===== src/sv/stfo_pkg.sv =====
// shared types and constants of the sample offset lookup
`timescale 1ns / 1ps
package stfo_pkg;

    localparam int STFO_MAX_SAMPLES = 16384;
    localparam int STFO_MAX_RUNS    = 256;
    localparam int STFO_MAX_CHUNKS  = 1024;

    localparam int CFG_IDX_W  = 2;
    localparam int CFG_DATA_W = 32;
    localparam int IDX_W      = 14;
    localparam int DIV_STEPS  = IDX_W;

    localparam logic [CFG_IDX_W-1:0] CFG_FIXED_SIZE   = 2'd0;
    localparam logic [CFG_IDX_W-1:0] CFG_SAMPLE_COUNT = 2'd1;
    localparam logic [CFG_IDX_W-1:0] CFG_RUN_COUNT    = 2'd2;
    localparam logic [CFG_IDX_W-1:0] CFG_CHUNK_COUNT  = 2'd3;

    typedef enum logic [1:0] {
        REQ_SIZE,
        REQ_RUN,
        REQ_CHUNK,
        REQ_LOOKUP
    } req_kind_t;

    typedef struct packed {
        req_kind_t         req_type;
        logic [IDX_W-1:0]  item_index;
        logic [15:0]       first_chunk;
        logic [15:0]       run_samples_per_chunk;
        logic [62:0]       entry_value;
    } req_t;

    typedef struct packed {
        logic [62:0] sample_offset;
        logic [31:0] sample_bytes;
        logic        chunk_out_of_range;
    } rsp_t;

    typedef enum logic [3:0] {
        ST_IDLE,
        ST_RUN_FETCH,
        ST_RUN_CUR,
        ST_RUN_CHECK,
        ST_RUN_FETCH_NXT,
        ST_RUN_MUL,
        ST_RUN_CMP,
        ST_DIV_INIT,
        ST_DIV,
        ST_DIV_END,
        ST_FIX_MUL,
        ST_SUM,
        ST_LAST,
        ST_OUT
    } state_t;

    typedef struct packed {
        logic accept;
        logic start;
        logic run_fetch;
        logic run_fetch_next;
        logic run_load_cur;
        logic run_mul;
        logic run_adv;
        logic div_init;
        logic div_step;
        logic div_end;
        logic fix_mul;
        logic sum_step;
        logic last_rd;
        logic out_load;
    } cmd_t;

    typedef struct packed {
        logic runs_zero;
        logic runs_last;
        logic idx_below;
        logic div_done;
        logic fixed_zero;
        logic sum_done;
    } sts_t;

endpackage


===== src/sv/stfo_ctrl.sv =====
// lookup sequencer and output word valid
`timescale 1ns / 1ps
module stfo_ctrl (
    input  logic              clk,
    input  logic              rst_n,
    input  logic              req_valid,
    input  stfo_pkg::req_kind_t req_type,
    output logic              req_stall,
    output logic              rsp_valid,
    input  logic              rsp_stall,
    input  stfo_pkg::sts_t    sts,
    output stfo_pkg::cmd_t    cmd
);
    import stfo_pkg::*;

    state_t state_reg;
    state_t state_next;
    logic   rsp_valid_reg;
    logic   out_free;

    assign out_free  = !rsp_valid_reg || !rsp_stall;
    assign req_stall = (state_reg != ST_IDLE);
    assign rsp_valid = rsp_valid_reg;

    always_ff @(posedge clk or negedge rst_n)
    begin
        if (!rst_n)
        begin
            state_reg     <= ST_IDLE;
            rsp_valid_reg <= 1'b0;
        end
        else
        begin
            state_reg <= state_next;
            if (cmd.out_load)
                rsp_valid_reg <= 1'b1;
            else if (!rsp_stall)
                rsp_valid_reg <= 1'b0;
        end
    end

    always_comb
    begin
        state_next = state_reg;
        cmd        = '0;
        unique case (state_reg)
            ST_IDLE:
            begin
                if (req_valid)
                begin
                    cmd.accept = 1'b1;
                    if (req_type == REQ_LOOKUP)
                    begin
                        cmd.start  = 1'b1;
                        state_next = sts.runs_zero ? ST_DIV_INIT : ST_RUN_FETCH;
                    end
                end
            end
            ST_RUN_FETCH:
            begin
                cmd.run_fetch = 1'b1;
                state_next    = ST_RUN_CUR;
            end
            ST_RUN_CUR:
            begin
                cmd.run_load_cur = 1'b1;
                state_next       = ST_RUN_CHECK;
            end
            ST_RUN_CHECK:
            begin
                state_next = sts.runs_last ? ST_DIV_INIT : ST_RUN_FETCH_NXT;
            end
            ST_RUN_FETCH_NXT:
            begin
                cmd.run_fetch      = 1'b1;
                cmd.run_fetch_next = 1'b1;
                state_next         = ST_RUN_MUL;
            end
            ST_RUN_MUL:
            begin
                cmd.run_mul = 1'b1;
                state_next  = ST_RUN_CMP;
            end
            ST_RUN_CMP:
            begin
                if (sts.idx_below)
                    state_next = ST_DIV_INIT;
                else
                begin
                    cmd.run_adv = 1'b1;
                    state_next  = ST_RUN_CHECK;
                end
            end
            ST_DIV_INIT:
            begin
                cmd.div_init = 1'b1;
                state_next   = ST_DIV;
            end
            ST_DIV:
            begin
                cmd.div_step = 1'b1;
                if (sts.div_done)
                    state_next = ST_DIV_END;
            end
            ST_DIV_END:
            begin
                cmd.div_end = 1'b1;
                state_next  = sts.fixed_zero ? ST_SUM : ST_FIX_MUL;
            end
            ST_FIX_MUL:
            begin
                cmd.fix_mul = 1'b1;
                state_next  = ST_LAST;
            end
            ST_SUM:
            begin
                cmd.sum_step = 1'b1;
                if (sts.sum_done)
                    state_next = ST_LAST;
            end
            ST_LAST:
            begin
                cmd.last_rd = 1'b1;
                state_next  = ST_OUT;
            end
            ST_OUT:
            begin
                if (out_free)
                begin
                    cmd.out_load = 1'b1;
                    state_next   = ST_IDLE;
                end
            end
            default:
            begin
                state_next = ST_IDLE;
            end
        endcase
    end

endmodule


===== config.mk =====
export PLATFORM = sky130hd
export DESIGN_NAME = stfo_ctrl
export DESIGN_NICKNAME = d
export VERILOG_FILES = /design/src/sv/stfo_pkg.sv /design/src/sv/stfo_ctrl.sv
export SDC_FILE = /design/constraint.sdc
export NUM_CORES = 1
export LEC_CHECK = 0
export BUFFER_PORTS_ARGS = -buffer_cell sky130_fd_sc_hd__buf_2
export CORE_MARGIN = 1.5
export CORE_UTILIZATION = 30
export DETAILED_ROUTE_END_ITERATION = 10
export PLACE_DENSITY = 0.57
export RECOVER_POWER = 25
export SLEW_MARGIN = 5
export SYNTH_ARGS = -nofsm -noshare
export SYNTH_HDL_FRONTEND = slang
export SYNTH_SLANG_ARGS = --single-unit
export TNS_END_PERCENT = 10

===== constraint.sdc =====
create_clock -name clk -period 1.62 [get_ports clk]
set_clock_uncertainty 0.1 [all_clocks]
set_input_delay 0.162 -clock clk [delete_from_list [all_inputs] [get_ports clk]]
set_output_delay 0.162 -clock clk [all_outputs]
set_load 0.005 [all_outputs]

==> flow_metrics.tcl <==
set metrics [dict create \
    status "finished with violations" \
    violations "negative setup slack" \
    min_period_over_period_pct 101 \
    async_reset_ff_share_pct 100 \
    grt_max_degree 10 \
    die_x_um 42.3 \
    yosysMostFrequentCell "nor2_1" \
    drt_iter0_markers 14 \
    viasPerCell 4.94 \
    cp_cell_sequence "or4_4, nor2_1, buf_2" \
    finalPower_w 0.00143 \
    cts.sinks 5 \
    critPathLaunchType "flop" \
    peakVddDrop_v 0.000806 \
    wl_per_cell_um 11.4 \
    setup_viol 3 \
    yosysTopAreaCellShare_pct 27.0 \
    max_freq_mhz 613 \
    critPathMaxStageDelay_ps 550 \
    track_usage_pct 16.2 \
    cts-root-buf "clkbuf_4" \
    ys_warn_count 0 \
    final_cells 126 \
    num_io_pins 28 \
    grt_pass1_vias 537 \
    crit_type "reg -> out" \
    seq_area_frac_synth_pct 27.0 \
    syn_inst 66 \
    cts_buffers 3 \
    syn_avg_cell_area_um2 7.03 \
    worst_pin_slew_ps 265 \
    critical_path.max_fanout 4 \
    synth-edff-count 0 \
    fillers 148 \
    yosys_register_bits 5 \
    die_h_um 42.3 \
    timing.slew.headroom_pct 82.2 \
    finalCriticalPeriod_ps 1630 \
    start_util_pct 31.5 \
    cp-end-kind "output pin" \
    area_growth_pct 69.0 \
    dr_total_vias 622 \
    finalHoldWorstSlack_ps 160 \
    dp_hpwl_um 1040 \
    syn-num-nets 78 \
    cts_tree "built" \
    clk_latency_ps 240 \
    path_delay_family "simple AND/OR/NAND/NOR gates" \
    drt_first_pass_iters 4 \
    cts.clk_slew.worst_paths_ps 40 \
    cp.required_ps 1360 \
    insertedDiodeCount 0 \
    portBuffers 27 \
    gp_congestion 0.788 \
    drv_slew 0 \
    die_area_um2 1790 \
    nets 123 \
    yosys-top-cells-count "nor2_1 (11), nand2_1 (6), dfrtp_1 (5), o21ai_0 (5)" \
    antenna_found_initial 0 \
    power_density_nw_per_um2 1820 \
    final_layout_size_suffix_gt1_share_pct 51.8 \
    worstHoldPathType "in -> reg" \
    dpl.cell_count 114 \
    cap_viol_max_count 0 \
    synth_cell_type_count 28 \
    cts.htree.levels 1 \
    core_area_um2 1470 \
    ant_nets 0 \
    slowest_stage "or4_4" \
    drc 0 \
    synthFlopType "dfrtp_1" \
    hold_violations 0 \
    wirelength_um 1440 \
    crit_buf_inv 1 \
    crit_arrival_ps 1370 \
    grt_pass1_wl_um 2210 \
    yosys.area.top_type "dfrtp_1" \
    p_leak_nw 0.407 \
    netlist_area_um2 464 \
    rows 14 \
    clk_path_buf_depth 2 \
    synth_area_leaders "dfrtp_1 (27%), nor2_1 (8.9%), nand2b_1 (5.4%)" \
    largest_register_ffs 4 \
    rsz0062_at_grt "true" \
    overflow 0 \
    fin_ws_ps -11.2 \
]
path summary, 6_finish.rpt:
| path | start | to | slack, ps | depth (start not counted) |
|---|---|---|---|---|
| max | state_reg[0] | cmd[12] | -10 | 3 |
| min | rsp_stall | rsp_valid | 160 | 3 |
| max reg2reg | state_reg[0] | state_reg[0] | -10 | 5 |
| min reg2reg | rsp_valid | rsp_valid | 510 | 2 |
| max in group asynchronous | rst_n | state_reg[3] | 990 | 2 |
| min in group asynchronous | rst_n | state_reg[1] | 200 | 2 |
layout make-up:
cell class	instances	area [µm²]	share of cell area, %
well taps	16	20.0	2.55
clock buffers	4	26.3	3.35
repair buffers	44	268	34.1
multi-input cells	53	328	41.8
inverters	4	15.0	1.91
flip-flops and latches	5	128	16.3
worst reg2reg max path: stages, from the launching register on:
cell,delay [ps]
dfrtp_1,370
or4_4,550
buf_4,150
nor2b_2,90
a221o_2,140
o221ai_2,100
metrics by stage:
stage	area [µm²]	util, %	TNS [ps]	setup WS, ps
floorplan	464	-	0	145
global placement	666	45.2	0	52.3
detailed placement	666	45.2	0	68.3
CTS	764	52.0	-23.9	-9.31
global route	785	53.3	-339	-83.7
finish	785	53.3	-28.1	-11.2
report_power, final:
part	total, W	switching, W	internal (W)
registers	0.000243	0.0000571	0.000186
logic	0.00105	0.000498	0.000548
clock network	0.000140	0.0000473	0.0000929
total	0.00143	0.000603	0.000827
cell families after synthesis:
family	share of synthesized area, %
AO/OA/AOI/OAI	24.8
XOR/XNOR	1.89
buffers and inverters	7.82
flip-flops	27.0
AND/OR/NAND/NOR	38.5
repair_timing:
action,4_1_cts,5_1_grt
hold buffers,1,0
endpoints found under the setup margin,5,13
setup buffers,7,0
endpoints found under the hold margin,5,0
resized for setup,3,5
pin swaps,2,1
layout by cell type, fill, tap and decap left out, drive strengths merged:
master and n:
buf 42, nor2 11, nand2 6, o21ai 6, clkbuf 5, dfrtp 5, inv 4, a21oi 4
nor3 4, nand2b 4, nand3 2, or3 2, nor2b 2, or2 1, or4 1, nand4 1
xnor2 1, a221o 1, a2bb2oi 1, o221ai 1, or3b 1, a31oi 1, a311oi 1, o311ai 1
o22ai 1, dlygate4sd3 1
per-layer routing:
metal / GRT usage [%] / routed length (µm) / up-vias
li1: - / - / 320
met1: 20.3 / 628 / 281
met2: 26.5 / 717 / 21
met3: 4.74 / 95 / 0
met4: 5.63 / 0 / 0
met5: 0 / 0 / -
(Power assumes the default switching activity.)
